[src/rtl/core/ising_metropolis_lattice_update_core_assert.svh]
// assertion macros for the ising lattice update core
`ifndef ISING_METROPOLIS_LATTICE_UPDATE_CORE_ASSERT_SVH
`define ISING_METROPOLIS_LATTICE_UPDATE_CORE_ASSERT_SVH

// same-cycle implication, clocked on clk, off during reset
`define IMLU_ASSERT_IMP(lbl, ante, cons) \
  lbl: assert property (@(posedge clk) disable iff (!rst_n) (ante) |-> (cons)) \
    else $error("imlu assertion failed");

// next-cycle implication, clocked on clk, off during reset
`define IMLU_ASSERT_NXT(lbl, ante, cons) \
  lbl: assert property (@(posedge clk) disable iff (!rst_n) (ante) |=> (cons)) \
    else $error("imlu assertion failed");

`endif

[src/rtl/core/imlu_pkg.sv]
// shared constants and types of the ising lattice update core
package imlu_pkg;

  localparam int MAX_SIDE_DEF = 64;

  localparam int MODE_W     = 2;
  localparam int SITE_W     = 12;
  localparam int RND_W      = 32;
  localparam int DE_W       = 5;
  localparam int EN_W       = 15;
  localparam int MAG_W      = 14;
  localparam int CFG_IDX_W  = 2;
  localparam int CFG_DATA_W = 32;
  localparam int CFG_SIDE_W = 7;
  localparam int SIDE_MIN   = 3;
  localparam int Q_DEPTH    = 2;

  localparam logic [MODE_W-1:0] MODE_LOAD    = 2'd0;
  localparam logic [MODE_W-1:0] MODE_UPDATE  = 2'd1;
  localparam logic [MODE_W-1:0] MODE_MEASURE = 2'd2;

  localparam logic [CFG_IDX_W-1:0] CFG_SIDE = 2'd0;
  localparam logic [CFG_IDX_W-1:0] CFG_THR4 = 2'd1;
  localparam logic [CFG_IDX_W-1:0] CFG_THR8 = 2'd2;

  localparam logic [CFG_SIDE_W-1:0] SIDE_RST = 7'd64;
  localparam logic [RND_W-1:0]      THR4_RST = 32'd1346412118;
  localparam logic [RND_W-1:0]      THR8_RST = 32'd422081899;

  localparam logic signed [DE_W-1:0] DE_FOUR  = 5'sd4;
  localparam logic signed [DE_W-1:0] DE_EIGHT = 5'sd8;

  // work class of a queued item
  typedef enum logic [1:0] {
    K_NULL,
    K_LOAD,
    K_UPDATE,
    K_MEASURE
  } kind_t;

  typedef struct packed {
    logic full;
    logic empty;
  } q_stat_t;

endpackage

[src/rtl/core/imlu_queue.sv]
// short fifo between the front and the back
module imlu_queue import imlu_pkg::*; #(
  parameter int DATA_W = 8,
  parameter int DEPTH = Q_DEPTH,
  localparam int PTR_W = $clog2(DEPTH),
  localparam int CNT_W = $clog2(DEPTH + 1)
) (
  input  logic              clk,
  input  logic              rst_n,
  input  logic              push,
  input  logic [DATA_W-1:0] push_data,
  input  logic              pop,
  output logic [DATA_W-1:0] pop_data,
  output q_stat_t           q_stat
);

  logic [DATA_W-1:0] slot_r [DEPTH];
  logic [PTR_W-1:0]  wr_ptr_r, wr_ptr_nxt;
  logic [PTR_W-1:0]  rd_ptr_r, rd_ptr_nxt;
  logic [CNT_W-1:0]  cnt_r, cnt_nxt;
  logic              push_ok, pop_ok;

  assign push_ok = push && (cnt_r != CNT_W'(DEPTH));
  assign pop_ok  = pop && (cnt_r != '0);

  always_comb begin
    wr_ptr_nxt = wr_ptr_r;
    rd_ptr_nxt = rd_ptr_r;
    cnt_nxt    = cnt_r;
    if (push_ok) begin
      wr_ptr_nxt = (wr_ptr_r == PTR_W'(DEPTH - 1)) ? '0 : wr_ptr_r + 1'b1;
    end
    if (pop_ok) begin
      rd_ptr_nxt = (rd_ptr_r == PTR_W'(DEPTH - 1)) ? '0 : rd_ptr_r + 1'b1;
    end
    if (push_ok && !pop_ok) begin
      cnt_nxt = cnt_r + 1'b1;
    end else if (pop_ok && !push_ok) begin
      cnt_nxt = cnt_r - 1'b1;
    end
  end

  always_ff @(posedge clk) begin
    if (!rst_n) begin
      wr_ptr_r <= '0;
      rd_ptr_r <= '0;
      cnt_r    <= '0;
    end else begin
      wr_ptr_r <= wr_ptr_nxt;
      rd_ptr_r <= rd_ptr_nxt;
      cnt_r    <= cnt_nxt;
    end
  end

  always_ff @(posedge clk) begin
    if (push_ok) begin
      slot_r[wr_ptr_r] <= push_data;
    end
  end

  assign pop_data     = slot_r[rd_ptr_r];
  assign q_stat.full  = (cnt_r == CNT_W'(DEPTH));
  assign q_stat.empty = (cnt_r == '0);

endmodule

[config.mk]
export PLATFORM = sky130hd
export DESIGN_NAME = imlu_queue
export DESIGN_NICKNAME = d
export VERILOG_FILES = /design/src/rtl/core/ising_metropolis_lattice_update_core_assert.svh /design/src/rtl/core/imlu_pkg.sv /design/src/rtl/core/imlu_queue.sv
export SDC_FILE = /design/constraint.sdc
export NUM_CORES = 1
export LEC_CHECK = 0
export BUFFER_PORTS_ARGS = -buffer_cell sky130_fd_sc_hd__buf_2
export CORE_MARGIN = 1
export CORE_UTILIZATION = 49
export CTS_CLUSTER_SIZE = 12
export DETAILED_ROUTE_END_ITERATION = 12
export GPL_ROUTABILITY_DRIVEN = 0
export PLACE_DENSITY = 0.75
export SLEW_MARGIN = 10
export SYNTH_ARGS = -nofsm -noshare
export SYNTH_HDL_FRONTEND = slang
export SYNTH_SLANG_ARGS = --single-unit
[constraint.sdc]
create_clock -name clk -period 2 [get_ports clk]
set_input_delay 0.4 -clock clk [delete_from_list [all_inputs] [get_ports clk]]
set_output_delay 0.4 -clock clk [all_outputs]
set_load 0.005 [all_outputs]
# == Word level (Yosys, flattened, before mapping) ==
# Memory sizes are Yosys's and may differ from the RTL's. A register that Yosys moved wholly into a read port is not among the register bits.
# Index checks and enable logic that the tools add are counted.
# totals
ff_bits,4
ram_bits,16
in_bits,12
output_inout_bits,10
elab_cells,27
memories,1
# classes
addsub,4
eq_ne,2
mux,8
n_reduce_logical,9
# memory_table
memory,words,word_bits,read_ports,rd_clocked_by_memory_dff,wr,line_no,rtl
slot_r,2,8,1,1,1,imlu_queue.sv:17,logic [DATA_W-1:0] slot_r [DEPTH];
# ops
operator,count
$mux 1,6
$logic_and 1x1->1,4
$mux 2,2
$reduce_bool 2->1,2
$add 1x1->1 const B,2
$add 2x1->2 const B,1
$eq 2x2->1 const B,1
$logic_not 1->1,2
$logic_not 2->1,1
$ne 2x2->1 const B,1
$sub 2x1->2 const B,1

# == Depth between registers and ports, before layout ==
# depth
word_depth,6
depth_mapped,7
depth_no_buf,7

# == Worst setup path before layout ==
# No wires, ideal clock.
# synth_path
path_type,flip-flop to flip-flop
startpoint,register cnt_r[0]
endpoint,register cnt_r[1]
setup_time_ns,0.070
arrival_time_ns,1.384
setup_slack_ns,0.546
path_stages_with_launch,7
period_less_slack_ns,1.454
path_cell_list,dfxtp_1 -> nand2b_1 -> inv_2 -> nor2_1 -> ha_1 -> or3_1 -> a21boi_1
# synth_via
elab_chain_cells,5
elab_cells_between_ends,13
cone_classes,add/sub: 2; eq/ne: 1; mux: 2; reduce/logical: 8
# synth_rtl
element,line_no,rtl
"start, declared",imlu_queue.sv:20,"logic [CNT_W-1:0] cnt_r, cnt_nxt;"
"start signal, assigned",imlu_queue.sv:51,cnt_r <= cnt_nxt;
branches (longest 5 deep; another with $sub 2x1->2),-,
# Several ways; the timed one is not identified. The select of a mux whose other input is x is not followed.
# A chain may end at the register's enable or synchronous reset.

==> flow_metrics.py <==
metrics = {
    "drt": {
        "wl_per_cell_microns": 12.7,
        "first_pass_iters": 4,
        "first_iter_violations": 6,
        "post-route-drc-count": 0,
        "num_vias": 461,
        "viasPerCell": 5.07,
        "antenna_left": 0,
        "finalWirelength_microns": 1150,
    },
    "place": {
        "hpwl_microns": 862,
        "place_ws_ns": 0.434,
        "dpl.cell_count": 87,
        "place_area_sq_um": 937,
        "io_buffers": 21,
    },
    "die": {
        "io_pins": 22,
        "start_util_pct": 53.1,
        "die_y_microns": 42.6,
        "die_x_microns": 42.6,
        "fp-row-count": 14,
        "die-area_sq_um": 1820,
        "core-area_sq_um": 1520,
    },
    "global_route": {
        "grt_usage_pct": 14.7,
        "overflow": 0,
        "grt_pass1_vias": 466,
        "grt_first_pass_wirelength_microns": 1930,
        "antenna_found_initial": 0,
        "grt_max_degree": 12,
    },
    "setup_path": {
        "cp_max_fo": 8,
        "crit_path_top_delay_cell": "dfxtp_1",
        "path_delay_family": "flip-flops",
        "worstSetupEndpointType": "output pin",
        "slowest_delay_ns": 0.54,
        "cp.arrival_ns": 1.33,
        "cp.required_ns": 1.60,
        "worstSetupStartpointType": "register",
        "reg2reg_depth": 6,
        "crit_type": "reg2out",
        "worstPathBufferInverterCount": 1,
        "cp.depth": 2,
        "worstPathCellList": "mux2_2 > buf_2",
    },
    "timing": {
        "layout_setup_ws_ns": 0.270,
        "fmax_mhz": 578,
        "slew_headroom_pct": 75.8,
        "setup_viol": 0,
        "finClkSkew_ns": 0.00141,
        "finalCritPeriodShare_pct": 86.5,
        "period_minus_slack_ns": 1.73,
        "holdWs_ns": 0.298,
        "rsz0062_at_grt": "no",
        "hold_viol": 0,
        "worstMarginPinSlew_ns": 0.364,
        "setup_tns_ns": 0,
        "slew_violations": 0,
    },
    "power": {
        "clock_power_share_pct": 16.4,
        "seq_power_share_pct": 53.9,
        "total_power_mw": 1.14,
        "p_sw_share_pct": 27.4,
        "power.internal_mw": 0.828,
        "p_sw_mw": 0.312,
        "ir_drop_uv": 704,
        "p_per_area_nw_per_um2": 1180,
        "comb_power_share_pct": 29.7,
        "leakagePower_nw": 0.384,
    },
    "cells_and_area": {
        "area_delta_synth_final_pct": 19.0,
        "diodes": 0,
        "stdcell_count": 91,
        "layout.nets": 89,
        "layout-drive-gt1-share_pct": 46.7,
        "utilization_pct": 63.2,
        "design_area_sq_um": 963,
    },
    "worst_hold_path": {
        "hp-class": "in2reg",
        "worstHoldPathCells": 1,
    },
    "logic_synthesis": {
        "synthMostInstantiatedCell": "edfxtp_1",
        "synthSimpleGateAreaFrac_pct": 6.80,
        "synth_cell_type_count": 20,
        "ys.flop_type": "edfxtp_1",
        "ys_top_cells_by_count": "edfxtp_1, mux2_2, dfxtp_1, and2_1",
        "synthXorXnorAreaFrac_pct": 3.25,
        "ys_ff_latch": 21,
        "avgSynthCellArea_sq_um": 16.2,
        "synth-compound-area-share_pct": 4.02,
        "synthAdderAreaFrac_pct": 1.55,
        "netlist_area_sq_um": 810,
        "synth_top_family_by_area": "multiplexers",
        "synthTopCellsByArea": "edfxtp_1, dfxtp_1, mux2_2",
        "synth_mux_area_share_pct": 11.1,
        "async_flop_share_pct": 0,
        "synth_top_area_cell": "edfxtp_1",
        "syn_nets": 63,
        "synth_top_area_share_pct": 59.4,
        "synth_edf_count": 16,
        "yosys_warnings": 0,
        "synth_cells": 50,
        "ys_seq_area_share_pct": 71.7,
    },
    "run": {
        "cap_violations": 0,
    },
    "clock_tree": {
        "clk_path_buf_depth": 2,
        "clkTransAtPathRegs_ns": 0.10,
        "postCtsSetupBuffers": 0,
        "clk_latency_ns": 0.28,
        "cts.sinks": 21,
        "clockRootBuffer": "clkbuf_4",
        "htree_num_levels": 1,
        "cts_resized": 0,
        "tritoncts": "done",
        "cts_buffers": 3,
        "cts_hold_buffers": 0,
    },
    "run_status": {
        "status": "finished clean",
    },
}
[flip-flops by register name (all words and copies together), names as in the netlist, named ones only]
register  flops
rd_ptr_r      1
cnt_r         2
wr_ptr_r      1
slot_r       16
[cells in the final DEF (no fill, tap or decap)]
master,count
buf_2,21
ha_1,1
nor3_2,1
nand2b_1,1
and2_1,3
buf_4,1
mux2_2,8
a21boi_0,1
inv_2,1
xor2_1,1
clkbuf_1,1
dfxtp_1,5
a21boi_1,1
o21ai_1,1
o21ai_0,1
inv_1,1
clkbuf_4,3
o21a_1,1
nor2_1,2
xnor2_1,2
edfxtp_1,16
or3_1,1
and3_1,1
[power groups by stage]
stage / Combinational (mW) / Sequential, mW / Clock (mW)
after detailed placement: 0.343 / 0.626 / 0
after floorplan: 0.246 / 0.595 / 0
final: 0.338 / 0.615 / 0.187
after global routing: 0.381 / 0.626 / 0.208
after global placement: 0.331 / 0.621 / 0
after CTS: 0.345 / 0.617 / 0.195
[worst paths after layout]
kind	start	to	slack [ns]
worst max-delay path	register	pop_data[4]	0.27
worst max register to register	cnt_r[0]	cnt_r[1]	0.42
worst min-delay path	push_data[7]	slot_r[1][7]	0.30
worst min register to register	cnt_r[1]	cnt_r[1]	0.53
[final cells by class]
class	count	area [sq um]
Timing Repair Buffer	22	113
Multi-Input combinational cell	26	216
Fill cell	118	561
Clock buffer	4	26.3
Inverter	2	7.51
Sequential cell	21	581
Tap cell	16	20.0
[routing by layer]
metal / vias to the layer above / wire length (microns) / share of wire [%] / track usage (%)
met5: - / 0 / 0 / 0
met4: 0 / 9 / 0.78 / 7.50
met3: 2 / 41 / 3.6 / 2.59
met2: 11 / 630 / 55 / 26.1
met1: 214 / 473 / 41 / 16.7
li1: 234 / - / - / -
[cells by family after synthesis]
| family | after synthesis |
|---|---|
| buffers and inverters | 3 |
| adders and majority gates | 1 |
| AOI/OAI and AO/OA | 5 |
| xor gates and xnor gates | 3 |
| and+or+nand+nor | 9 |
| DFF | 21 |
| muxes | 8 |
Power figures use the tool's default switching activity.
