===== config.mk =====
export PLATFORM = sky130hd
export DESIGN_NAME = imlu_front
export DESIGN_NICKNAME = d
export VERILOG_FILES = /design/src/rtl/core/ising_metropolis_lattice_update_core_assert.svh /design/src/rtl/core/imlu_pkg.sv /design/src/rtl/core/imlu_front.sv
export SDC_FILE = /design/constraint.sdc
export NUM_CORES = 1
export LEC_CHECK = 0
export BUFFER_PORTS_ARGS = -buffer_cell sky130_fd_sc_hd__buf_4
export CAP_MARGIN = 20
export CORE_ASPECT_RATIO = 1.25
export CORE_MARGIN = 2
export CORE_UTILIZATION = 49
export DETAILED_ROUTE_END_ITERATION = 8
export HOLD_SLACK_MARGIN = 0.06
export MAX_ROUTING_LAYER = met4
export PLACE_DENSITY = 0.77
export SLEW_MARGIN = 20
export SYNTH_ARGS = -nofsm -noshare
export SYNTH_HDL_FRONTEND = slang
export SYNTH_SLANG_ARGS = --single-unit

===== constraint.sdc =====
create_clock -name clk -period 5.1 [get_ports clk]
set_input_delay 0.765 -clock clk [delete_from_list [all_inputs] [get_ports clk]]
set_output_delay 0.765 -clock clk [all_outputs]
set_load 0.02 [all_outputs]

===== src/rtl/core/ising_metropolis_lattice_update_core_assert.svh =====
// assertion macros for the ising lattice update core
`ifndef ISING_METROPOLIS_LATTICE_UPDATE_CORE_ASSERT_SVH
`define ISING_METROPOLIS_LATTICE_UPDATE_CORE_ASSERT_SVH

// same-cycle implication, clocked on clk, off during reset
`define IMLU_ASSERT_IMP(lbl, ante, cons) \
  lbl: assert property (@(posedge clk) disable iff (!rst_n) (ante) |-> (cons)) \
    else $error("imlu assertion failed");

// next-cycle implication, clocked on clk, off during reset
`define IMLU_ASSERT_NXT(lbl, ante, cons) \
  lbl: assert property (@(posedge clk) disable iff (!rst_n) (ante) |=> (cons)) \
    else $error("imlu assertion failed");

`endif


===== src/rtl/core/imlu_pkg.sv =====
// shared constants and types of the ising lattice update core
package imlu_pkg;

  localparam int MAX_SIDE_DEF = 64;

  localparam int MODE_W     = 2;
  localparam int SITE_W     = 12;
  localparam int RND_W      = 32;
  localparam int DE_W       = 5;
  localparam int EN_W       = 15;
  localparam int MAG_W      = 14;
  localparam int CFG_IDX_W  = 2;
  localparam int CFG_DATA_W = 32;
  localparam int CFG_SIDE_W = 7;
  localparam int SIDE_MIN   = 3;
  localparam int Q_DEPTH    = 2;

  localparam logic [MODE_W-1:0] MODE_LOAD    = 2'd0;
  localparam logic [MODE_W-1:0] MODE_UPDATE  = 2'd1;
  localparam logic [MODE_W-1:0] MODE_MEASURE = 2'd2;

  localparam logic [CFG_IDX_W-1:0] CFG_SIDE = 2'd0;
  localparam logic [CFG_IDX_W-1:0] CFG_THR4 = 2'd1;
  localparam logic [CFG_IDX_W-1:0] CFG_THR8 = 2'd2;

  localparam logic [CFG_SIDE_W-1:0] SIDE_RST = 7'd64;
  localparam logic [RND_W-1:0]      THR4_RST = 32'd1346412118;
  localparam logic [RND_W-1:0]      THR8_RST = 32'd422081899;

  localparam logic signed [DE_W-1:0] DE_FOUR  = 5'sd4;
  localparam logic signed [DE_W-1:0] DE_EIGHT = 5'sd8;

  // work class of a queued item
  typedef enum logic [1:0] {
    K_NULL,
    K_LOAD,
    K_UPDATE,
    K_MEASURE
  } kind_t;

  typedef struct packed {
    logic full;
    logic empty;
  } q_stat_t;

endpackage


===== src/rtl/core/imlu_front.sv =====
// front: takes items, classifies them and splits the site into row and column
module imlu_front import imlu_pkg::*; #(
  parameter int MAX_SIDE = MAX_SIDE_DEF,
  localparam int SIDE_W = $clog2(MAX_SIDE + 1),
  localparam int RC_W   = $clog2(MAX_SIDE),
  localparam int ADDR_W = $clog2(MAX_SIDE * MAX_SIDE),
  localparam int WW     = SIDE_W + RC_W,
  localparam int CNT_W  = $clog2(RC_W),
  localparam int ENT_W  = 2 + ADDR_W + 2 * RC_W + 1 + RND_W
) (
  input  logic              clk,
  input  logic              rst_n,
  input  logic              in_valid,
  output logic              in_ready,
  input  logic [MODE_W-1:0] in_mode,
  input  logic [SITE_W-1:0] in_site,
  input  logic              in_spin_bit,
  input  logic [RND_W-1:0]  in_random_word,
  input  logic [SIDE_W-1:0] side_eff,
  input  q_stat_t           q_stat,
  output logic              push,
  output logic [ENT_W-1:0]  push_data
);

  typedef enum logic [2:0] {
    F_IDLE = 3'b001,
    F_DIV  = 3'b010,
    F_PUSH = 3'b100
  } fst_t;

  fst_t               st_r, st_nxt;
  kind_t              kind_r, kind_nxt, kind_c;
  logic [ADDR_W-1:0]  addr_r, addr_nxt;
  logic               spin_r, spin_nxt;
  logic [RND_W-1:0]   rnd_r, rnd_nxt;
  logic [WW-1:0]      rem_r, rem_nxt;
  logic [WW-1:0]      dvs_r, dvs_nxt;
  logic [RC_W-1:0]    quo_r, quo_nxt;
  logic [CNT_W-1:0]   cnt_r, cnt_nxt;
  logic [2*SIDE_W-1:0] nsites;
  logic               in_rng;

  assign nsites = side_eff * side_eff;
  assign in_rng = 32'(in_site) < 32'(nsites);

  always_comb begin
    if (in_mode == MODE_LOAD && in_rng) begin
      kind_c = K_LOAD;
    end else if (in_mode == MODE_UPDATE && in_rng) begin
      kind_c = K_UPDATE;
    end else if (in_mode == MODE_MEASURE) begin
      kind_c = K_MEASURE;
    end else begin
      kind_c = K_NULL;
    end
  end

  always_comb begin
    st_nxt   = st_r;
    kind_nxt = kind_r;
    addr_nxt = addr_r;
    spin_nxt = spin_r;
    rnd_nxt  = rnd_r;
    rem_nxt  = rem_r;
    dvs_nxt  = dvs_r;
    quo_nxt  = quo_r;
    cnt_nxt  = cnt_r;
    push     = 1'b0;
    unique case (st_r)
      F_IDLE: begin
        if (in_valid) begin
          kind_nxt = kind_c;
          addr_nxt = ADDR_W'(in_site);
          spin_nxt = in_spin_bit;
          rnd_nxt  = in_random_word;
          rem_nxt  = WW'(in_site);
          dvs_nxt  = WW'(side_eff) << (RC_W - 1);
          quo_nxt  = '0;
          cnt_nxt  = '0;
          st_nxt   = (kind_c == K_UPDATE) ? F_DIV : F_PUSH;
        end
      end
      F_DIV: begin
        // one quotient bit per cycle, msb first
        if (rem_r >= dvs_r) begin
          rem_nxt = rem_r - dvs_r;
          quo_nxt = {quo_r[RC_W-2:0], 1'b1};
        end else begin
          quo_nxt = {quo_r[RC_W-2:0], 1'b0};
        end
        dvs_nxt = dvs_r >> 1;
        cnt_nxt = cnt_r + 1'b1;
        if (cnt_r == CNT_W'(RC_W - 1)) begin
          st_nxt = F_PUSH;
        end
      end
      F_PUSH: begin
        if (!q_stat.full) begin
          push   = 1'b1;
          st_nxt = F_IDLE;
        end
      end
      default: st_nxt = F_IDLE;
    endcase
  end

  always_ff @(posedge clk) begin
    if (!rst_n) begin
      st_r <= F_IDLE;
    end else begin
      st_r <= st_nxt;
    end
  end

  always_ff @(posedge clk) begin
    kind_r <= kind_nxt;
    addr_r <= addr_nxt;
    spin_r <= spin_nxt;
    rnd_r  <= rnd_nxt;
    rem_r  <= rem_nxt;
    dvs_r  <= dvs_nxt;
    quo_r  <= quo_nxt;
    cnt_r  <= cnt_nxt;
  end

  assign in_ready  = (st_r == F_IDLE);
  assign push_data = {kind_r, addr_r, quo_r, rem_r[RC_W-1:0], spin_r, rnd_r};

endmodule


# [Word-level counts from Yosys, hierarchy flattened]
# Cells that the tools add are included.
[totals] reg_bits=85 inputBits=59 output_inout_bits=61 elab_cells=53
[op_classes] addsub=2 n_mul=1 magnitude_cmp=2 eq_ne=11 muxes=20 reduce_logical=8
[op_table] operator="$pmux 13 s2" n=2
[op_table] operator="$mux 13" n=3
[op_table] operator="$mux 3" n=5
[op_table] operator="$lt 12x14->1" n=1
[op_table] operator="$mul 7x7->14" n=1
[op_table] operator="$ge 13x13->1" n=1
[op_table] operator="$sub 13x13->13" n=1
[op_table] operator="$pmux 6 s2" n=1
[op_table] operator="$pmux 3 s3" n=1
[op_table] operator="$ne 2x2->1 const B" n=4
[op_table] operator="$eq 3x3->1 const B" n=2
[op_table] operator="$mux 2" n=3
[op_table] operator="$mux 6" n=1
[op_table] operator="$pmux 3 s2" n=1
[op_table] operator="$reduce_and 3->1" n=2
[op_table] operator="$eq 2x2->1 const B" n=2
[op_table] operator="$reduce_and 2->1" n=2
[op_table] operator="$add 3x1->3 const B" n=1
[op_table] operator="$eq 3x1->1 const B" n=1
[op_table] operator="$eq 3x2->1 const B" n=1
[op_table] operator="$mux 1" n=3
[op_table] operator="$eq 2x1->1 const B" n=1
[op_table] operator="$logic_and 1x1->1" n=2
[op_table] operator="$logic_not 2->1" n=1
[op_table] operator="$reduce_bool 2->1" n=1

# [Longest topological paths before layout]
[logic_depth] word_depth=9 ltp_mapped=23 mapped_depth_nobuf=22

# [Worst setup path before layout]
# OpenSTA, ideal clock, no wires.
[synth_timing] kind="input port to flip-flop" startpoint="input side_eff[5]" endpoint="register kind_r[1] (data pin)" arrival_time_ns=5.262 required_ns=4.840 path_slack_ns=-0.422 path_stages=21 cell_sequence="clkbuf_1 > nand2_1 > xor2_1 > ha_1 > inv_1 > fa_1 > inv_1 > fa_1 > inv_1 > fa_1 > inv_1 > ha_1 > or3_2 > o22ai_4 > xor2_1 > ha_1 > nand4_1 > a221o_1 > a31oi_1 > o211a_4 > o21ai_0"
[synth_via] elab_chain_cells=5 elab_cells_between_ends=6 classes_between="mul (1); order compare (1); mux (2); reduce/logical (2)"
[synth_lines] item="start, declared" line="imlu_front.sv:19" source="input logic [SIDE_W-1:0] side_eff,"
[synth_lines] item="$mul 7x7->14 *" line="imlu_front.sv:43" source="assign nsites = side_eff * side_eff;"
[synth_lines] item="$lt 12x14->1 *" line="imlu_front.sv:44" source="assign in_rng = 32'(in_site) < 32'(nsites);"
[synth_lines] item="$logic_and 1x1->1" line="imlu_front.sv:49" source="end else if (in_mode == MODE_UPDATE && in_rng) begin"
[synth_lines] item="$mux 2" line="imlu_front.sv:49"
[synth_lines] item="$mux 2 *" line="imlu_front.sv:47" source="if (in_mode == MODE_LOAD && in_rng) begin"
[synth_lines] item="via kind_c[1]" line="imlu_front.sv:32" source="kind_t kind_r, kind_nxt, kind_c;"
[synth_lines] item="end signal, assigned" line="imlu_front.sv:116" source="kind_r <= kind_nxt;"
[synth_lines] item="end, declared" line="imlu_front.sv:32"
# The timed path passes the listed nets; every way through them passes the cells marked *.
# A chain may end at the register's enable or synchronous reset.

# [Worst setup path after layout]
[layout_timing] startpoint="input side_eff[2]" endpoint="register kind_r[0] (data pin)"
# The elaborated chain is that of the path after synthesis.

==> flow_summary.ini <==
[status]
outcome = completed

[synth]
yosysWarnings = 0
synth_edf_count = 81
synth_top_area_cell = edfxtp_1
synthTopCellsByArea = edfxtp_1 49%, ha_1 12%, fa_1 5.2%
synth_most_common_cell = edfxtp_1
synth_fp_nets = 550
synth_ff_type = edfxtp_1
ys_types = 57
synth_area_sq_um = 5007
synth.top_cell.area_share_pct = 48.58
synthTopCellsByCount = 81 x edfxtp_1, 50 x ha_1, 40 x inv_1, 38 x nand2_1, 31 x o21ai_0
synthArstFlopShare_pct = 0
seq_area_frac_synth_pct = 49.78
syn_area_per_cell_sq_um = 11.70
ys_ff_latch = 84
netlist_instances = 428

[power]
cellInternalPower_mw = 1.641
finalPower_mw = 2.369
p_seq_share_pct = 36.5
p_comb_share_pct = 37.5
clkPwrFrac_pct = 26.0
cellPowerDensity_nw_per_um2 = 357.2
peakVddDrop_v = 0.0001893
swShare_pct = 30.73
p_leak_nw = 2.993
power.switching_mw = 0.7278

[global_routing]
overflow = 0
antenna_found_initial = 0
grt_first_pass_wirelength_mm = 16.22
grt_usage_pct = 19.78
grt_pass1_vias = 3580
grt_max_degree = 50

[clock_tree]
clkSinkCount = 84
cts-root-buf = clkbuf_16
cts_max_level = 3
hold_buffers = 0
cts_made_buffers = 9
cts_buffer_depth = 2
path_clk_slew_ns = 0.06
clkLatencyLatePin_ns = 0.33
cts_tree = yes

[sta]
setup-violations-final = 0
tns_ns = 0
fmaxAchievable_mhz = 204.3
hold_viol = 0
fin_crit_sh_pct = 95.96
grt_setup_unrepaired = true
maxSlewHeadroom_pct = 35.86
worst_pin_slew_ns = 0.9607
clock_skew_ns = 0.003327
fin_crit_ns = 4.894
slew_viol_final = 0

[placed_design]
gp_congestion = 0.8625
placed_cells_incl_taps = 694
port-buffer-count = 118
dp_hpwl_mm = 8.179

[worst_setup_path]
start_kind = input port
regToRegSetupSlack_ns = 2.28
worstSetupEndpointType = register
critPathMaxFanout = 4
critPathKind = input port to register
required_ns = 5.18
cp_data_arrival_time_ns = 4.98

[finish]
diodes = 0
fillerInstances = 731
final_cells = 711
nets = 699
drive_above_1_share_pct = 34.88
seq_area_sq_um = 2492
multi_input_area_sq_um = 2374
syn_to_final_growth_pct = 32.41

[detailed_routing]
firstDrtPassIters = 4
via_count = 3681
drc = 0
via_per_inst = 5.177
antenna_left = 0
wl_per_cell_microns = 14.62
drt-total-wl_mm = 10.39
drtIter0Drc = 184

[floorplan]
die-area_sq_um = 11050
initial_core_util_pct = 50.06
rows = 41
core-area_sq_um = 10000
pin_count = 120
die_w_microns = 94.42
die_y_microns = 117.0

[min_path]
hold_path.class = register to register

[job]
cap_violations = 0
[sequential cells by signal, summed over array words and instances, names as in the netlist, 2 cells and up]
signal and cells:
rem_r 13, kind_r 2, cnt_r 3, rnd_r 32, addr_r 12, dvs_r 12
st_r 3, quo_r 6
[worst paths after layout]
kind                from  cells past startpoint         to
max          side_eff[2]                     22  kind_r[0]
min             quo_r[3]                      1   quo_r[4]
max reg2reg     dvs_r[1]                     10   rem_r[5]
min reg2reg     quo_r[3]                      1   quo_r[4]
[critical path, stage by stage]
cell,delay (ns)
buf_4,0.13
inv_2,0.06
nor2_1,0.04
ha_1,0.29
xor2_1,0.18
fa_1,0.49
inv_1,0.05
fa_1,0.47
inv_1,0.05
fa_1,0.48
inv_2,0.04
ha_4,0.27
nor3_1,0.05
nor2_1,0.18
o22ai_4,0.10
xor2_1,0.16
ha_1,0.31
nand4_1,0.11
a221o_1,0.31
a31oi_2,0.16
o211a_4,0.21
a21oi_1,0.07
[area by class of cell]
class	count	area share, %
sequential	84	37.59
timing repair buffer	154	17.61
clock buffer	11	3.510
multi-input combinational	288	35.80
clock inverter	5	0.7926
inverter	40	2.265
tap	129	2.434
[cell usage in the layout (no fill, tap or decap), drive strengths merged, types with 14 or more instances in the layout]
cell type | synthesis | routed
edfxtp | 81 | 81
ha | 50 | 50
and2 | 19 | 19
inv | 40 | 40
o21ai | 35 | 35
buf | 7 | 154
nand2 | 38 | 38
nor2 | 20 | 20
xor2 | 14 | 14
[power by group through the flow]
stage | sequential (mW) | combinational [mW] | clock (mW)
final | 0.865 | 0.887 | 0.616
after global routing | 0.871 | 0.994 | 0.659
after CTS | 0.866 | 0.862 | 0.631
after detailed placement | 0.879 | 0.855 | 0
after global placement | 0.877 | 0.837 | 0
after floorplan | 0.923 | 0.531 | 0
[cell families (layout without fill, tap and decap cells)]
| group | Yosys count | in the layout | synth area share (%) |
|---|---|---|---|
| muxes | 1 | 1 | 0.1999 |
| xor gates and xnor gates | 26 | 26 | 4.548 |
| and+or+nand+nor | 115 | 115 | 11.89 |
| buffers and inverters | 56 | 210 | 4.723 |
| DFF | 84 | 84 | 49.78 |
| adders and majority gates | 63 | 63 | 17.69 |
| AOI/OAI and AO/OA | 83 | 83 | 11.17 |
[metal layers]
metal,up-vias,wire (microns),global-route usage (%)
met4,0,274,8.406
met1,1706,4038,21.38
li1,1818,-,-
met5,-,0,-
met3,21,769,4.097
met2,136,5310,35.24
[per-stage QoR]
step | utilization (%) | hold WS (ns) | area, sq um | setup WS, ns
final | 66.28 | 0.5626 | 6630 | 0.2058
after global routing | 66.28 | 0.5788 | 6630 | 0.01008
after CTS | 65.83 | 0.5643 | 6585 | 0.06440
after detailed placement | 62.98 | 0.5482 | 6300 | -0.2926
after global placement | 62.98 | 0.5406 | 6300 | -0.2365
after floorplan | - | 0.5219 | 5129 | 0.001914
[repair_timing]
item	in CTS	in global routing
setup endpoints to repair	0	3
resized for setup	0	10
buffers inserted	0	1
No activity file was read; power rests on OpenSTA's default activity.
