===== src/rtl/core/ising_metropolis_lattice_update_core_assert.svh =====
// assertion macros for the ising lattice update core
`ifndef ISING_METROPOLIS_LATTICE_UPDATE_CORE_ASSERT_SVH
`define ISING_METROPOLIS_LATTICE_UPDATE_CORE_ASSERT_SVH

// same-cycle implication, clocked on clk, off during reset
`define IMLU_ASSERT_IMP(lbl, ante, cons) \
  lbl: assert property (@(posedge clk) disable iff (!rst_n) (ante) |-> (cons)) \
    else $error("imlu assertion failed");

// next-cycle implication, clocked on clk, off during reset
`define IMLU_ASSERT_NXT(lbl, ante, cons) \
  lbl: assert property (@(posedge clk) disable iff (!rst_n) (ante) |=> (cons)) \
    else $error("imlu assertion failed");

`endif


===== src/rtl/core/imlu_pkg.sv =====
// shared constants and types of the ising lattice update core
package imlu_pkg;

  localparam int MAX_SIDE_DEF = 64;

  localparam int MODE_W     = 2;
  localparam int SITE_W     = 12;
  localparam int RND_W      = 32;
  localparam int DE_W       = 5;
  localparam int EN_W       = 15;
  localparam int MAG_W      = 14;
  localparam int CFG_IDX_W  = 2;
  localparam int CFG_DATA_W = 32;
  localparam int CFG_SIDE_W = 7;
  localparam int SIDE_MIN   = 3;
  localparam int Q_DEPTH    = 2;

  localparam logic [MODE_W-1:0] MODE_LOAD    = 2'd0;
  localparam logic [MODE_W-1:0] MODE_UPDATE  = 2'd1;
  localparam logic [MODE_W-1:0] MODE_MEASURE = 2'd2;

  localparam logic [CFG_IDX_W-1:0] CFG_SIDE = 2'd0;
  localparam logic [CFG_IDX_W-1:0] CFG_THR4 = 2'd1;
  localparam logic [CFG_IDX_W-1:0] CFG_THR8 = 2'd2;

  localparam logic [CFG_SIDE_W-1:0] SIDE_RST = 7'd64;
  localparam logic [RND_W-1:0]      THR4_RST = 32'd1346412118;
  localparam logic [RND_W-1:0]      THR8_RST = 32'd422081899;

  localparam logic signed [DE_W-1:0] DE_FOUR  = 5'sd4;
  localparam logic signed [DE_W-1:0] DE_EIGHT = 5'sd8;

  // work class of a queued item
  typedef enum logic [1:0] {
    K_NULL,
    K_LOAD,
    K_UPDATE,
    K_MEASURE
  } kind_t;

  typedef struct packed {
    logic full;
    logic empty;
  } q_stat_t;

endpackage


===== src/rtl/core/imlu_back.sv =====
// back: runs loads, updates and measure walks on the lattice ram
module imlu_back import imlu_pkg::*; #(
  parameter int MAX_SIDE = MAX_SIDE_DEF,
  localparam int SIDE_W = $clog2(MAX_SIDE + 1),
  localparam int RC_W   = $clog2(MAX_SIDE),
  localparam int ADDR_W = $clog2(MAX_SIDE * MAX_SIDE),
  localparam int ENT_W  = 2 + ADDR_W + 2 * RC_W + 1 + RND_W
) (
  input  logic                   clk,
  input  logic                   rst_n,
  input  q_stat_t                q_stat,
  input  logic [ENT_W-1:0]       pop_data,
  output logic                   pop,
  input  logic [SIDE_W-1:0]      side_eff,
  input  logic [RND_W-1:0]       thr4,
  input  logic [RND_W-1:0]       thr8,
  output logic                   ram_we,
  output logic [ADDR_W-1:0]      ram_addr,
  output logic                   ram_wdata,
  input  logic                   ram_q,
  output logic                   out_valid,
  input  logic                   out_ready,
  output logic                   out_accepted,
  output logic signed [DE_W-1:0] out_energy_change,
  output logic signed [EN_W-1:0] out_total_energy,
  output logic signed [MAG_W-1:0] out_magnetization_sum
);

  typedef enum logic [3:0] {
    B_IDLE = 4'b0001,
    B_UPD  = 4'b0010,
    B_MEAS = 4'b0100,
    B_DONE = 4'b1000
  } bst_t;

  // read phases: the site itself and its four neighbors
  localparam logic [2:0] PH_SELF = 3'd0;
  localparam logic [2:0] PH_UP   = 3'd1;
  localparam logic [2:0] PH_DN   = 3'd2;
  localparam logic [2:0] PH_LF   = 3'd3;
  localparam logic [2:0] PH_RT   = 3'd4;
  localparam logic [2:0] PH_END  = 3'd5;

  bst_t                    st_r, st_nxt;
  logic [ADDR_W-1:0]       addr_r, addr_nxt;
  logic [RC_W-1:0]         row_r, row_nxt, col_r, col_nxt;
  logic [RC_W-1:0]         mr_r, mr_nxt, mc_r, mc_nxt;
  logic                    spin_r, spin_nxt;
  logic [RND_W-1:0]        rnd_r, rnd_nxt;
  logic [2:0]              ph_r, ph_nxt;
  logic                    iss_r, iss_nxt;
  logic                    rd_vld_r, rd_vld_nxt;
  logic [2:0]              rd_tag_r, rd_tag_nxt;
  logic                    rd_last_r, rd_last_nxt;
  logic                    sold_r, sold_nxt;
  logic [2:0]              cnt_r, cnt_nxt;
  logic                    s_self_r, s_self_nxt, s_rt_r, s_rt_nxt;
  logic signed [EN_W-1:0]  en_r, en_nxt;
  logic signed [MAG_W-1:0] mag_r, mag_nxt;
  logic                    wr_pend_r, wr_pend_nxt;
  logic                    res_acc_r, res_acc_nxt;
  logic signed [DE_W-1:0]  res_de_r, res_de_nxt;
  logic                    out_valid_r, out_valid_nxt;
  logic                    out_acc_r;
  logic signed [DE_W-1:0]  out_de_r;
  logic signed [EN_W-1:0]  out_en_r;
  logic signed [MAG_W-1:0] out_mag_r;
  logic                    out_load;

  logic [1:0]              e_kind_raw;
  kind_t                   e_kind;
  logic [ADDR_W-1:0]       e_addr;
  logic [RC_W-1:0]         e_row, e_col;
  logic                    e_spin;
  logic [RND_W-1:0]        e_rnd;

  logic [RC_W-1:0]         side_m1, cur_row, cur_col;
  logic [RC_W-1:0]         r_up, r_dn, c_lf, c_rt, sel_row, sel_col;
  logic [RC_W+SIDE_W-1:0]  addr_full;
  logic [2:0]              cnt_fin;
  logic signed [DE_W-1:0]  de_c;
  logic                    acc_c;
  logic                    eq_rt, eq_dn;

  assign {e_kind_raw, e_addr, e_row, e_col, e_spin, e_rnd} = pop_data;
  assign e_kind = kind_t'(e_kind_raw);

  // wrap-around neighbor rows and columns
  assign side_m1 = RC_W'(side_eff - 1'b1);
  assign cur_row = (st_r == B_MEAS) ? mr_r : row_r;
  assign cur_col = (st_r == B_MEAS) ? mc_r : col_r;
  assign r_up    = (cur_row == '0) ? side_m1 : RC_W'(cur_row - 1'b1);
  assign r_dn    = (cur_row == side_m1) ? '0 : RC_W'(cur_row + 1'b1);
  assign c_lf    = (cur_col == '0) ? side_m1 : RC_W'(cur_col - 1'b1);
  assign c_rt    = (cur_col == side_m1) ? '0 : RC_W'(cur_col + 1'b1);

  always_comb begin
    sel_row = cur_row;
    sel_col = cur_col;
    unique case (ph_r)
      PH_UP:   sel_row = r_up;
      PH_DN:   sel_row = r_dn;
      PH_LF:   sel_col = c_lf;
      PH_RT:   sel_col = c_rt;
      default: ;
    endcase
  end

  assign addr_full = sel_row * side_eff + (RC_W + SIDE_W)'(sel_col);
  assign ram_addr  = (st_r == B_DONE) ? addr_r : ADDR_W'(addr_full);
  assign ram_we    = (st_r == B_DONE) && wr_pend_r;
  assign ram_wdata = spin_r;

  // energy change from the count of plus neighbors
  assign cnt_fin = cnt_r + {2'b00, ram_q};
  always_comb begin
    if (spin_r == sold_r) begin
      de_c = '0;
    end else if (spin_r) begin
      de_c = DE_EIGHT - {cnt_fin, 2'b00};
    end else begin
      de_c = {cnt_fin, 2'b00} - DE_EIGHT;
    end
    if (de_c[DE_W-1] || de_c == '0) begin
      acc_c = 1'b1;
    end else if (de_c == DE_FOUR) begin
      acc_c = rnd_r < thr4;
    end else begin
      acc_c = rnd_r < thr8;
    end
  end

  assign eq_rt = (s_self_r == s_rt_r);
  assign eq_dn = (s_self_r == ram_q);

  always_comb begin
    st_nxt      = st_r;
    addr_nxt    = addr_r;
    row_nxt     = row_r;
    col_nxt     = col_r;
    mr_nxt      = mr_r;
    mc_nxt      = mc_r;
    spin_nxt    = spin_r;
    rnd_nxt     = rnd_r;
    ph_nxt      = ph_r;
    iss_nxt     = iss_r;
    rd_vld_nxt  = 1'b0;
    rd_tag_nxt  = rd_tag_r;
    rd_last_nxt = 1'b0;
    sold_nxt    = sold_r;
    cnt_nxt     = cnt_r;
    s_self_nxt  = s_self_r;
    s_rt_nxt    = s_rt_r;
    en_nxt      = en_r;
    mag_nxt     = mag_r;
    wr_pend_nxt = wr_pend_r;
    res_acc_nxt = res_acc_r;
    res_de_nxt  = res_de_r;
    pop         = 1'b0;
    out_load    = 1'b0;
    unique case (st_r)
      B_IDLE: begin
        if (!q_stat.empty) begin
          pop         = 1'b1;
          addr_nxt    = e_addr;
          row_nxt     = e_row;
          col_nxt     = e_col;
          spin_nxt    = e_spin;
          rnd_nxt     = e_rnd;
          en_nxt      = '0;
          mag_nxt     = '0;
          res_de_nxt  = '0;
          res_acc_nxt = 1'b0;
          wr_pend_nxt = 1'b0;
          cnt_nxt     = '0;
          ph_nxt      = PH_SELF;
          iss_nxt     = 1'b1;
          mr_nxt      = '0;
          mc_nxt      = '0;
          unique case (e_kind)
            K_NULL: st_nxt = B_DONE;
            K_LOAD: begin
              res_acc_nxt = 1'b1;
              wr_pend_nxt = 1'b1;
              st_nxt      = B_DONE;
            end
            K_UPDATE:  st_nxt = B_UPD;
            K_MEASURE: st_nxt = B_MEAS;
          endcase
        end
      end
      B_UPD: begin
        if (ph_r != PH_END) begin
          rd_vld_nxt = 1'b1;
          rd_tag_nxt = ph_r;
          ph_nxt     = ph_r + 3'd1;
        end
        if (rd_vld_r) begin
          if (rd_tag_r == PH_SELF) begin
            sold_nxt = ram_q;
          end else begin
            cnt_nxt = cnt_fin;
          end
          if (rd_tag_r == PH_RT) begin
            res_de_nxt  = de_c;
            res_acc_nxt = acc_c;
            wr_pend_nxt = acc_c;
            st_nxt      = B_DONE;
          end
        end
      end
      B_MEAS: begin
        if (iss_r) begin
          rd_vld_nxt  = 1'b1;
          rd_tag_nxt  = ph_r;
          rd_last_nxt = (ph_r == PH_DN) && (mr_r == side_m1) && (mc_r == side_m1);
          unique case (ph_r)
            PH_SELF: ph_nxt = PH_RT;
            PH_RT:   ph_nxt = PH_DN;
            default: begin
              ph_nxt = PH_SELF;
              if (mc_r == side_m1) begin
                mc_nxt = '0;
                if (mr_r == side_m1) begin
                  iss_nxt = 1'b0;
                end else begin
                  mr_nxt = RC_W'(mr_r + 1'b1);
                end
              end else begin
                mc_nxt = RC_W'(mc_r + 1'b1);
              end
            end
          endcase
        end
        if (rd_vld_r) begin
          unique case (rd_tag_r)
            PH_SELF: s_self_nxt = ram_q;
            PH_RT:   s_rt_nxt = ram_q;
            default: begin
              if (eq_rt && eq_dn) begin
                en_nxt = en_r - EN_W'(2);
              end else if (!eq_rt && !eq_dn) begin
                en_nxt = en_r + EN_W'(2);
              end
              mag_nxt = s_self_r ? mag_r + 1'b1 : mag_r - 1'b1;
              if (rd_last_r) begin
                st_nxt = B_DONE;
              end
            end
          endcase
        end
      end
      B_DONE: begin
        if (!out_valid_r || out_ready) begin
          out_load = 1'b1;
          st_nxt   = B_IDLE;
        end
      end
      default: st_nxt = B_IDLE;
    endcase
  end

  always_comb begin
    if (out_load) begin
      out_valid_nxt = 1'b1;
    end else if (out_ready) begin
      out_valid_nxt = 1'b0;
    end else begin
      out_valid_nxt = out_valid_r;
    end
  end

  always_ff @(posedge clk) begin
    if (!rst_n) begin
      st_r        <= B_IDLE;
      rd_vld_r    <= 1'b0;
      rd_last_r   <= 1'b0;
      out_valid_r <= 1'b0;
    end else begin
      st_r        <= st_nxt;
      rd_vld_r    <= rd_vld_nxt;
      rd_last_r   <= rd_last_nxt;
      out_valid_r <= out_valid_nxt;
    end
  end

  always_ff @(posedge clk) begin
    addr_r    <= addr_nxt;
    row_r     <= row_nxt;
    col_r     <= col_nxt;
    mr_r      <= mr_nxt;
    mc_r      <= mc_nxt;
    spin_r    <= spin_nxt;
    rnd_r     <= rnd_nxt;
    ph_r      <= ph_nxt;
    iss_r     <= iss_nxt;
    rd_tag_r  <= rd_tag_nxt;
    sold_r    <= sold_nxt;
    cnt_r     <= cnt_nxt;
    s_self_r  <= s_self_nxt;
    s_rt_r    <= s_rt_nxt;
    en_r      <= en_nxt;
    mag_r     <= mag_nxt;
    wr_pend_r <= wr_pend_nxt;
    res_acc_r <= res_acc_nxt;
    res_de_r  <= res_de_nxt;
    if (out_load) begin
      out_acc_r <= res_acc_r;
      out_de_r  <= res_de_r;
      out_en_r  <= en_r;
      out_mag_r <= mag_r;
    end
  end

  assign out_valid             = out_valid_r;
  assign out_accepted          = out_acc_r;
  assign out_energy_change     = out_de_r;
  assign out_total_energy      = out_en_r;
  assign out_magnetization_sum = out_mag_r;

endmodule


===== config.mk =====
export PLATFORM = sky130hd
export DESIGN_NAME = imlu_back
export DESIGN_NICKNAME = d
export VERILOG_FILES = /design/src/rtl/core/ising_metropolis_lattice_update_core_assert.svh /design/src/rtl/core/imlu_pkg.sv /design/src/rtl/core/imlu_back.sv
export SDC_FILE = /design/constraint.sdc
export NUM_CORES = 1
export LEC_CHECK = 0
export BUFFER_PORTS_ARGS = -buffer_cell sky130_fd_sc_hd__buf_4
export CORE_MARGIN = 5
export CORE_UTILIZATION = 40
export DETAILED_ROUTE_END_ITERATION = 8
export GPL_TIMING_DRIVEN = 0
export PLACE_DENSITY = 0.71
export SLEW_MARGIN = 20
export SYNTH_ARGS = -nofsm -noshare
export SYNTH_HDL_FRONTEND = slang
export SYNTH_SLANG_ARGS = --single-unit

===== constraint.sdc =====
create_clock -name clk -period 10.98 [get_ports clk]
set_input_delay 2.196 -clock clk [delete_from_list [all_inputs] [get_ports clk]]
set_output_delay 2.196 -clock clk [all_outputs]
set_load 0.05 [all_outputs]

=== Yosys cells after proc, flatten, opt, wreduce, memory -nomap -nowiden ===
Index checks and enable logic that the tools add are counted.

* Flip-flop bits (word level): 159
* Output and inout bits: 51
* Word-level logic and storage cells: 198

* Add/subtract/negate cells: 16
* $mul: 1
* $lt $le $gt $ge: 2
* Equality and inequality tests: 35
* Muxes and demuxes: 78
* Bitwise logic cells: 1
* Reductions and logical operators: 39

{| class="wikitable"
|+ Operator list
! cell !! number
|-
| 6-bit two-way mux || 14
|-
| 15-bit two-way mux || 5
|-
| 32-bit less-than comparator || 2
|-
| 14-bit two-way mux || 4
|-
| 6-bit one-hot mux with 2 select lines || 4
|-
| 15-bit one-hot mux with 2 select lines || 1
|-
| 4-bit two-way mux || 7
|-
| 14-bit one-hot mux with 2 select lines || 1
|-
| 5-bit two-way mux || 5
|-
| 6-bit by 1-bit adder with 6-bit output, second input constant || 4
|-
| 6-bit == test || 4
|-
| 2-bit != test, second input constant || 11
|-
| 3-bit two-way mux || 7
|-
| 4-bit AND reduction || 5
|-
| 1-bit two-way mux || 19
|-
| 3-bit one-hot mux with 2 select lines || 3
|-
| 6-bit by 1-bit subtractor with 6-bit output, second input constant || 3
|-
| 4-bit one-hot mux with 4 select lines || 1
|-
| 15-bit by 3-bit adder with 15-bit output, second input constant || 1
|-
| 3-bit AND reduction || 5
|-
| 15-bit by 3-bit subtractor with 15-bit output, second input constant || 1
|-
| 14-bit by 1-bit adder with 14-bit output, second input constant || 1
|-
| 14-bit by 1-bit subtractor with 14-bit output, second input constant || 1
|-
| 12-bit by 6-bit adder with 12-bit output || 1
|-
| 39 further kinds || 62
|}

=== Longest topological paths before layout ===
Gate-level depths: netlist of run 1.

* Word-level depth: 10
* Mapped depth: 27
* Gate-level depth less buffers: 25

=== Least setup slack after synthesis of run 1 ===
No wires, ideal clock.

* Path type: input to output
* Start: in side_eff[0]
* End: out ram_addr[10]
* Arrival time: 8.946 ns
* Required time: 8.784 ns
* Path slack: -0.162 ns
* Stages on the path: 25
* Buffers on the path: 1
* Cells stage by stage: clkbuf_1 -> inv_1 -> ha_1 -> nor3b_1 -> xnor2_1 -> xnor2_1 -> and3_1 -> a211o_1 -> a21oi_1 -> a311oi_4 -> nand2b_1 -> fa_1 -> fa_1 -> inv_1 -> fa_1 -> inv_1 -> fa_1 -> inv_1 -> ha_1 -> a21oi_1 -> nor2b_1 -> o211ai_1 -> a21boi_0 -> o21a_1 -> o31ai_1

* Cells in the longest elaborated chain, start to end: 7
* Elaborated cells on any way between the ends: 12

{| class="wikitable"
|+ RTL lines
! item !! line !! text
|-
| start, declared || imlu_back.sv:14 || <nowiki>input logic [SIDE_W-1:0] side_eff,</nowiki>
|-
| 6-bit by 1-bit subtractor with 6-bit output || imlu_back.sv:89 || <nowiki>assign side_m1 = RC_W'(side_eff - 1'b1);</nowiki>
|-
| 6-bit == test || imlu_back.sv:93 || <nowiki>assign r_dn = (cur_row == side_m1) ? '0 : RC_W'(cur_row + 1'b1);</nowiki>
|-
| 6-bit two-way mux || imlu_back.sv:93 ||
|-
| 6-bit one-hot mux with 2 select lines || imlu_back.sv:100 || <nowiki>unique case (ph_r)</nowiki>
|-
| 6-bit by 7-bit multiplier with 12-bit output || imlu_back.sv:109 || <nowiki>assign addr_full = sel_row * side_eff + (RC_W + SIDE_W)'(sel_col);</nowiki>
|-
| 12-bit by 6-bit adder with 12-bit output * || imlu_back.sv:109 ||
|-
| 12-bit two-way mux * || imlu_back.sv:110 || <nowiki>assign ram_addr = (st_r == B_DONE) ? addr_r : ADDR_W'(addr_full);</nowiki>
|-
| end, declared || imlu_back.sv:18 || <nowiki>output logic [ADDR_W-1:0] ram_addr,</nowiki>
|}

Mark *: on every way between the ends. The rest lies on a longest branch, timed or not.

=== Worst setup path after layout of run 1 ===
* Start: in side_eff[2]
* End: out ram_addr[11]

Same word-level chain as after synthesis.

==> Flow_metrics.wiki, run 1 <==
{| class="wikitable"
! Metric !! Value
|-
| Layout Utilization || 49.7%
|-
| Aggregate routed wire length || ~25 mm
|-
| DR WL/cell || ~16 microns
|-
| Die Outline Area || between 30,000 and 40,000 sq um
|-
| Number of H-tree levels || 4
|-
| Worst EP required || 8.78 ns
|-
| Length in cells of the worst reg-to-reg path || 11
|-
| Num ports || 187
|-
| Setup slack, reg-to-reg || 7.48 ns
|-
| Net count, final || 1,513
|-
| Number of standard-cell rows in the floorplan || 60
|-
| IR Drop Worst-Case VDD || about 0.56 mV
|-
| Setup slack at placement || -0.590 ns
|-
| Multi-input combinational cell area || just under 6000 sq um
|-
| Wire length of the first global-routing pass || between 40 and 50 mm
|-
| Cell breakdown of the critical path || clkbuf_1, nor3_2, nor3b_2, xnor3_1, nor3_4, a211o_1, a21oi_1, a311oi_4, nand2b_1, fa_1, fa_1, inv_1, fa_1, inv_1, fa_1, inv_1, ha_1, nor2b_1, o21a_1, o41ai_4, o21ai_0, xor2_1, o21ai_1, buf_4
|-
| Static leakage || between 5 and 6 nW
|-
| Initial core utilization || about two fifths
|-
| Flip-flop cell with the highest count after synthesis || sky130_fd_sc_hd__edfxtp_1
|-
| Setup tns final || 0 ns
|-
| Type of destination of the critical path || primary output
|-
| Highest attainable clock frequency || approximately 94 MHz
|-
| Least setup slack across all paths after layout || between 0.2 and 0.3 ns
|-
| Layout area overhead || 23.1%
|-
| Weighted congestion reported at the end of routability-driven placement || 0.825
|-
| Number of vias after detailed routing || roughly 8,100
|-
| Cell count of the worst hold path || 0
|-
| Share of synthesized area occupied by flip-flops and latches || between 40% and 50%
|-
| TritonCTS Sinks || ~150
|-
| CP top delay family || adder cells
|-
| Post-layout min period || 10.68 ns
|-
| Cells taking the most area after synthesis || sky130_fd_sc_hd__edfxtp_1 40%, sky130_fd_sc_hd__ha_1 15%, sky130_fd_sc_hd__fa_1 4.6%, sky130_fd_sc_hd__inv_1 3.7%, sky130_fd_sc_hd__xnor2_1 3.5%
|-
| Number of warning messages in the yosys log || 0
|-
| Share of cells above drive strength 1 || ~21%
|-
| Length of the first detailed-routing pass in iterations || 5
|-
| Top library cells by usage in the layout, fill and taps aside || 184 x sky130_fd_sc_hd__buf_4, 146 x sky130_fd_sc_hd__edfxtp_1, 130 x sky130_fd_sc_hd__ha_1
|-
| CTS Buf Count || 17
|-
| Share of the clock period used by the worst path after layout || between 90% and 100%
|-
| Overall power consumption || approximately 0.0036 W
|-
| Number of enable-type register cells in the synthesized netlist || approximately 150
|-
| Clock tree root driver cell || sky130_fd_sc_hd__clkbuf_16
|-
| Endpoints failing hold || 0
|-
| Detailed placement HPWL || 19.1 mm
|-
| Clock Path Buffers || 2
|-
| Areal power density over the cells || 272 nW/um^2
|-
| Largest fanout on the critical path || 9
|-
| Number of diodes || 0
|-
| Total congestion overflow || 0
|-
| Average vias per placed instance || roughly 5
|-
| Worst Path Buf+Inv || 5
|-
| Clock tree from TritonCTS || built
|-
| Post-route clock skew || between 0.015 and 0.02 ns
|-
| Skew-Pair Late Insertion Delay || ~0.43 ns
|-
| Synthesized area per cell || 10.7 sq um
|-
| Reg clk slew, reported paths || 0.07 ns
|-
| Asr flop ratio synth || 0%
|-
| Startpoint of the worst hold path || res_de_r[2]
|-
| Maximum number of pins on one net before global-route repair || 56
|-
| Setup Viol. Count Final || 0
|-
| Number of synthesized register bits || approximately 150
|-
| Storage element area || around 4500 sq um
|-
| Count of filler cells inserted in the layout || between 2,000 and 2,500
|-
| Port Buffers || between 150 and 200
|-
| Number of max-cap violations || 0
|-
| Post-DRT Antenna Nets || 0
|-
| Die X-Extent || 175 microns
|-
| Highest cell delay on the worst timing path || roughly 0.56 ns
|-
| Reg-to-reg critical path endpoint || mag_r[13]
|-
| Pins Over Slew Limit || 0
|-
| Result of the run || finished clean
|-
| Top cell type by total area after synthesis || sky130_fd_sc_hd__edfxtp_1
|-
| Area of the mapped netlist || ~11,000 sq um
|-
| Worst Path Class, Setup || in -> out
|-
| CTS Hold Bufs || 0
|-
| Hold EP || out_energy_change[2]
|-
| Critical Path Most Common Cell || sky130_fd_sc_hd__fa_1
|-
| DIE HEIGHT || 175 microns
|-
| Number of violations reported at the end of detailed-routing iteration 0 || 408
|-
| Number of antenna violations at the first check in global routing || 0
|-
| Worst R2R Start || s_self_r
|-
| Slew at the pin closest to its max-slew limit || about 0.86 ns
|-
| Startpoint Class || input pin
|-
| Total track usage || 16.1%
|-
| Syn Inst Count || 1,017
|-
| Cell type of the slowest stage on the worst timing path || sky130_fd_sc_hd__fa_1
|-
| Post-detailed-route DRC marker count || 0
|-
| Most common cell after layout, fill and taps aside || sky130_fd_sc_hd__buf_4
|-
| Class of the tightest hold or removal check || reg -> reg
|-
| Fraction of post-synthesis cell area in the top cell type by area || between 40% and 50%
|-
| Critical Path AT || 8.49 ns
|-
| Number of global-route vias before repair || approximately 8,000
|-
| Placeable Area || roughly 27,000 sq um
|-
| Max transition margin || a little over two fifths
|-
| Synth unique cells || 69
|}
## worst max path at each step
stage,slack [ns],endpoint,from,cells after the start
floorplan,0.04,ram_addr[11],side_eff[0],25
finish,0.30,ram_addr[11],side_eff[2],24
global placement,-0.51,ram_addr[11],side_eff[0],27
CTS,0.009,ram_addr[11],side_eff[0],26
detailed placement,-0.59,ram_addr[11],side_eff[0],27
global route,-0.03,ram_addr[10],side_eff[2],24
## cells in the mapped netlist, drive strengths merged, types with 3 or more instances
library cell	instances
a2111oi	6
a211oi	9
a21o	23
a21oi	66
a221o	3
a31oi	6
and2	28
and3	7
buf	12
clkbuf	12
dfxtp	7
edfxtp	146
fa	25
ha	131
inv	106
mux2	6
mux2i	15
nand2	49
nand2b	15
nand3	23
nand3b	3
nand4	11
nor2	77
nor2b	22
nor3	18
nor3b	4
nor4	3
nor4b	5
o211ai	6
o21a	8
o21ai	49
o311ai	3
o31ai	3
or2	4
or3	7
xnor2	44
xor2	32
## flip-flops by register name (all words and copies together), names as in the netlist, 3 cells and up
signal	count
mc_r	6
rd_tag_r	3
out_total_energy	14
res_de_r	3
addr_r	12
en_r	14
cnt_r	3
out_magnetization_sum	14
mag_r	14
col_r	6
st_r	4
ph_r	3
rnd_r	32
row_r	6
out_energy_change	3
mr_r	6
## timing repair
action / CTS / global route
endpoints found under the setup margin: 5 / 4
pin swaps: 1 / 2
setup buffers: 1 / 0
resized for setup: 4 / 11
cloned: 0 / 0
## final cells by class
type,instances,share of cell area [%]
multi-input cells,736,44.5
flip-flops and latches,153,33.9
repair buffers,184,10.6
clock buffers,18,3.21
well taps,341,3.19
inverters,106,3.00
clock inverters,14,0.843
plain buffers,23,0.833
## cells by family after synthesis
group	Yosys count	share of synthesized area [%]
flip-flops	153	41.7
AO/OA/AOI/OAI	199	11.8
AND/OR/NAND/NOR	280	13.2
adder cells (fa/ha/maj)	156	19.7
XOR/XNOR	77	6.34
buffers and inverters	130	4.71
other	1	0.0345
multiplexers	21	2.57
## power by group
| part | internal [W] | switching [W] | leakage, nW |
|---|---|---|---|
| combinational | 0.000831 | 0.00144 | 4.17 |
| clock | 0.000294 | 0.000258 | 0.258 |
| sequential | 0.000757 | 0.0000586 | 1.44 |
## worst reg2reg max path: stages (launching register included)
cell	delay (ns)
sky130_fd_sc_hd__edfxtp_1	0.43
sky130_fd_sc_hd__inv_1	0.42
sky130_fd_sc_hd__ha_1	0.32
sky130_fd_sc_hd__a21o_1	0.17
sky130_fd_sc_hd__a21o_1	0.21
sky130_fd_sc_hd__a2111oi_0	0.52
sky130_fd_sc_hd__o311ai_0	0.32
sky130_fd_sc_hd__a21o_1	0.25
sky130_fd_sc_hd__a21oi_1	0.21
sky130_fd_sc_hd__o21ai_0	0.15
sky130_fd_sc_hd__xnor2_1	0.18
sky130_fd_sc_hd__nor2_1	0.05
## stage by stage
| step | instance area [sq um] | cells | hold WS (ns) |
|---|---|---|---|
| after floorplan | 10900 | 1019 | 0.400 |
| after global placement | 12600 | 1539 | 0.403 |
| after detailed placement | 12700 | 1543 | 0.412 |
| final | 13400 | 1575 | 0.411 |
| after CTS | 13300 | 1576 | 0.414 |
| after global routing | 13400 | 1575 | 0.414 |
## layer usage
metal | GRT usage (%) | wire (microns) | part of all wire (%)
met5 | 0 | 0 | 0
met4 | 4.94 | 472 | 1.9
met3 | 4.11 | 1400 | 5.6
met2 | 27.1 | 11900 | 48
met1 | 20.5 | 11000 | 44
No activity file was read; power rests on OpenSTA's default activity.
==> inputs of run 2 (changes only) <==
Settings changed: ABC_AREA from default to 1.
==> run 2 against run 1 <==
Non-clock buffer count is 6 lower. Hold slack better by 0.011 ns. Core utilization hardly changed. Synthesized cell count is 27% higher. Count of clock-buffer cells in the layout is 1 lower. Final cell count is 20% higher. First-iteration DRC count is 71% higher. Die area is 3.8% higher. Sequential share of layout area is 1.2 points lower. Critical path depth is 9 higher. Via count is 17% higher. Clock skew is 0.0020 ns lower. Critical path type unchanged.
==> Flow_metrics.wiki, run 2 <==
{| class="wikitable"
! Metric !! Value
|-
| Type of destination of the critical path || primary output
|-
| Worst EP required || 8.78 ns (about the same)
|-
| Die X-Extent || 178 microns (+1.9%)
|-
| Layout area overhead || 22.7%
|-
| Number of H-tree levels || 4 (unchanged)
|-
| Largest fanout on the critical path || 9 (unchanged)
|-
| Placeable Area || 27,900 sq um (+3.7%)
|-
| Share of the clock period used by the worst path after layout || 95.4% (-1.9 points)
|-
| Clock tree root driver cell || sky130_fd_sc_hd__clkbuf_16
|-
| Cell type of the slowest stage on the worst timing path || sky130_fd_sc_hd__fa_1
|-
| Top cell type by total area after synthesis || sky130_fd_sc_hd__edfxtp_1
|-
| Placed inst area || 13,200 sq um (+3.9%)
|-
| Num ports || 187 (unchanged)
|-
| Detailed route wirelength on metal3 || 1.53 mm (+9.1%)
|-
| Share of cells above drive strength 1 || 17.8% (-3.7 points)
|-
| Count of placed standard cells in the final layout, fillers left out || 1,891 (+20%)
|-
| Length in cells of the worst reg-to-reg path || 15 (+4)
|-
| DIE HEIGHT || 178 microns (+1.9%)
|-
| Port Buffers || 181 (+1.1%)
|-
| Startpoint Class || input pin
|-
| Met2 WL || 13.5 mm (+13%)
|-
| DR WL/cell || 14.7 microns (-6.7%)
|-
| Post-detailed-route DRC marker count || 0 (unchanged)
|-
| Aggregate routed wire length || 27.8 mm (+12%)
|-
| Count of filler cells inserted in the layout || 2,579 (+7.6%)
|-
| Length of the first detailed-routing pass in iterations || 5 (unchanged)
|-
| Synth unique cells || 57 (-17%)
|-
| Most common cell after layout, fill and taps aside || sky130_fd_sc_hd__nand2_1
|-
| CTS Hold Bufs || 0 (unchanged)
|-
| Post-layout min period || 10.47 ns (-0.210 ns)
|-
| Number of standard-cell rows in the floorplan || 61 (+1.7%)
|-
| Skew-Pair Late Insertion Delay || 0.44 ns (about the same)
|-
| Post-route clock skew || 0.0133 ns (-0.00199 ns)
|-
| Top layer reached by signal wires || met4
|-
| Flip-flop cell with the highest count after synthesis || sky130_fd_sc_hd__edfxtp_1
|-
| CP top delay family || adder cells
|-
| Top library cells by usage in the layout, fill and taps aside || 226 x sky130_fd_sc_hd__nand2_1, 213 x sky130_fd_sc_hd__inv_1, 187 x sky130_fd_sc_hd__buf_4
|-
| Class of the tightest hold or removal check || reg -> reg
|-
| Number of diodes || 0 (unchanged)
|-
| Total track usage || 17.6% (+1.5 points)
|-
| Syn Inst Count || 1,292 (+27%)
|-
| Die Outline Area || 31,700 sq um (+3.8%)
|-
| Result of the run || finished clean
|-
| Most used standard cell by instance count after synthesis || sky130_fd_sc_hd__nand2_1
|-
| Pins Over Slew Limit || 0 (unchanged)
|-
| Synthesized area per cell || 8.74 sq um (-18%)
|-
| Post-DRT Antenna Nets || 0 (unchanged)
|-
| Share of synthesized area occupied by flip-flops and latches || 40.1% (-1.6 points)
|-
| Worst Path Class, Setup || in -> out
|-
| Flip-flop count of the largest register after layout || 32 (unchanged)
|-
| Critical Path Stages || 33 (+38%)
|-
| Cell count of the worst hold path || 0 (unchanged)
|-
| Slew at the pin closest to its max-slew limit || 0.916 ns (+0.0598 ns)
|-
| Highest cell delay on the worst timing path || 0.58 ns (+0.02 ns)
|-
| Number of violations reported at the end of detailed-routing iteration 0 || 698 (+71%)
|-
| Endpoints failing hold || 0 (unchanged)
|-
| Setup Viol. Count Final || 0 (unchanged)
|-
| Initial core utilization || 40.5% (+0.15 points)
|-
| Wire length on met1 || 12.2 mm (+11%)
|-
| Average vias per placed instance || 5.02 (-2.5%)
|-
| Maximum number of pins on one net before global-route repair || 28 (-50%)
|-
| Number of vias after detailed routing || 9,502 (+17%)
|-
| Number of synthesized register bits || 153 (unchanged)
|-
| Area of the mapped netlist || 11,300 sq um (+4.0%)
|-
| DP Cell Count || 1,857 (+20%)
|-
| Net count, final || 1,792 (+18%)
|-
| Number of warning messages in the yosys log || 0 (unchanged)
|-
| Total congestion overflow || 0 (unchanged)
|-
| Detailed placement HPWL || 22.0 mm (+15%)
|-
| RSZ-0062 raised after global routing || no
|-
| Number of global-route vias before repair || 9,407 (+14%)
|-
| Highest attainable clock frequency || 95.5 MHz (+2.0%)
|-
| List of most frequent post-synthesis cells || 227 x sky130_fd_sc_hd__nand2_1, 213 x sky130_fd_sc_hd__inv_1, 146 x sky130_fd_sc_hd__edfxtp_1, 131 x sky130_fd_sc_hd__ha_1, 119 x sky130_fd_sc_hd__nor2_1
|-
| Clock tree from TritonCTS || built
|-
| CTS Buf Count || 17 (unchanged)
|-
| Weighted congestion reported at the end of routability-driven placement || 0.897 (+8.7%)
|-
| Post-route cell area || 13,900 sq um (+3.7%)
|-
| Fraction of post-synthesis cell area in the top cell type by area || 38.8% (-1.6 points)
|-
| Wire length of the first global-routing pass || 45.2 mm (+12%)
|-
| Number of antenna violations at the first check in global routing || 0 (unchanged)
|-
| Critical Path AT || 8.28 ns (-0.21 ns)
|-
| Critical Path Most Common Cell || sky130_fd_sc_hd__nand2_1
|-
| Setup tns final || 0 ns (unchanged)
|-
| Number of max-cap violations || 0 (unchanged)
|-
| Clock Path Buffers || 2 (unchanged)
|-
| TritonCTS Sinks || 153 (unchanged)
|-
| Max transition margin || 38.5% (-4.3 points)
|-
| Number of enable-type register cells in the synthesized netlist || 146 (unchanged)
|-
| Cells taking the most area after synthesis || sky130_fd_sc_hd__edfxtp_1 39%, sky130_fd_sc_hd__ha_1 15%, sky130_fd_sc_hd__nand2_1 7.5%, sky130_fd_sc_hd__inv_1 7.1%, sky130_fd_sc_hd__a21oi_1 4.5%
|-
| Worst Path Buf+Inv || 9 (+4)
|-
| Asr flop ratio synth || 0% (unchanged)
|-
| Largest register by flop count || rnd_r
|-
| Worst Hold Slack || 0.422 ns (+0.0111 ns)
|-
| Reg clk slew, reported paths || 0.07 ns (about the same)
|}
## run 2: changes by cell type after synthesis, moves of 10 or more
cell,change
sky130_fd_sc_hd__nand2b_1,-15
sky130_fd_sc_hd__nand2_2,+10
sky130_fd_sc_hd__nor2_1,+42
sky130_fd_sc_hd__xor2_1,-12
sky130_fd_sc_hd__and2_1,-28
sky130_fd_sc_hd__o21ai_0,+29
sky130_fd_sc_hd__a21o_1,-20
sky130_fd_sc_hd__a21oi_1,+37
sky130_fd_sc_hd__nor2b_1,-22
sky130_fd_sc_hd__inv_1,+107
sky130_fd_sc_hd__xnor2_1,-29
sky130_fd_sc_hd__nand2_1,+178
sky130_fd_sc_hd__nand3_1,+49
## run 2: worst paths after layout
| check | from | endpoint | slack (ns) |
|---|---|---|---|
| setup / recovery | side_eff[0] | ram_addr[11] | 0.51 |
| hold reg to reg | res_de_r[4] | out_energy_change[4] | 0.42 |
| setup reg to reg | s_self_r | en_r[11] | 7.67 |
| hold / removal | res_de_r[4] | out_energy_change[4] | 0.42 |
## run 2: cell families after synthesis
family / share of synthesized area (%)
AND/OR/NAND/NOR: 18.6
buffers and inverters: 8.03
AO/OA/AOI/OAI: 11.6
adder cells (fa/ha/maj): 18.9
flip-flops: 40.1
XOR/XNOR: 2.71
other: 0.0332
## run 2: cell type report
class                      instances  area, sq um  share of cell area, %
buffer                            14         83.8                  0.605
clock buffer                      17          425                   3.07
clock inverter                    15          179                   1.29
inverter                         219          827                   5.97
multi-input combinational        908         5900                   42.5
sequential                       153         4520                   32.6
tap                              378          473                   3.41
timing repair buffer             187         1450                   10.5
## run 2: what timing repair did
| item | in CTS | in global routing |
|---|---|---|
| setup buffers | 0 | 2 |
| resized for setup | 0 | 2 |
| hold endpoints to repair | 0 | 0 |
| endpoints found under the setup margin | 0 | 4 |
## run 2: layer usage
metal,vias to the layer above,global-route usage [%]
met5,-,0
met3,37,2.76
met4,0,5.32
met2,314,30.4
met1,4368,22.8
li1,4783,-
## run 2: stage by stage
step / util, % / setup WS [ns]
after global routing: 49.8 / 0.0696
after global placement: 47.2 / 0.189
after CTS: 49.7 / 0.152
final: 49.8 / 0.505
after detailed placement: 47.5 / 0.189
after floorplan: - / 0.489
Power of run 2 is not shown: default switching activity piles up to over one toggle a cycle in this logic, so the estimate is an artifact.
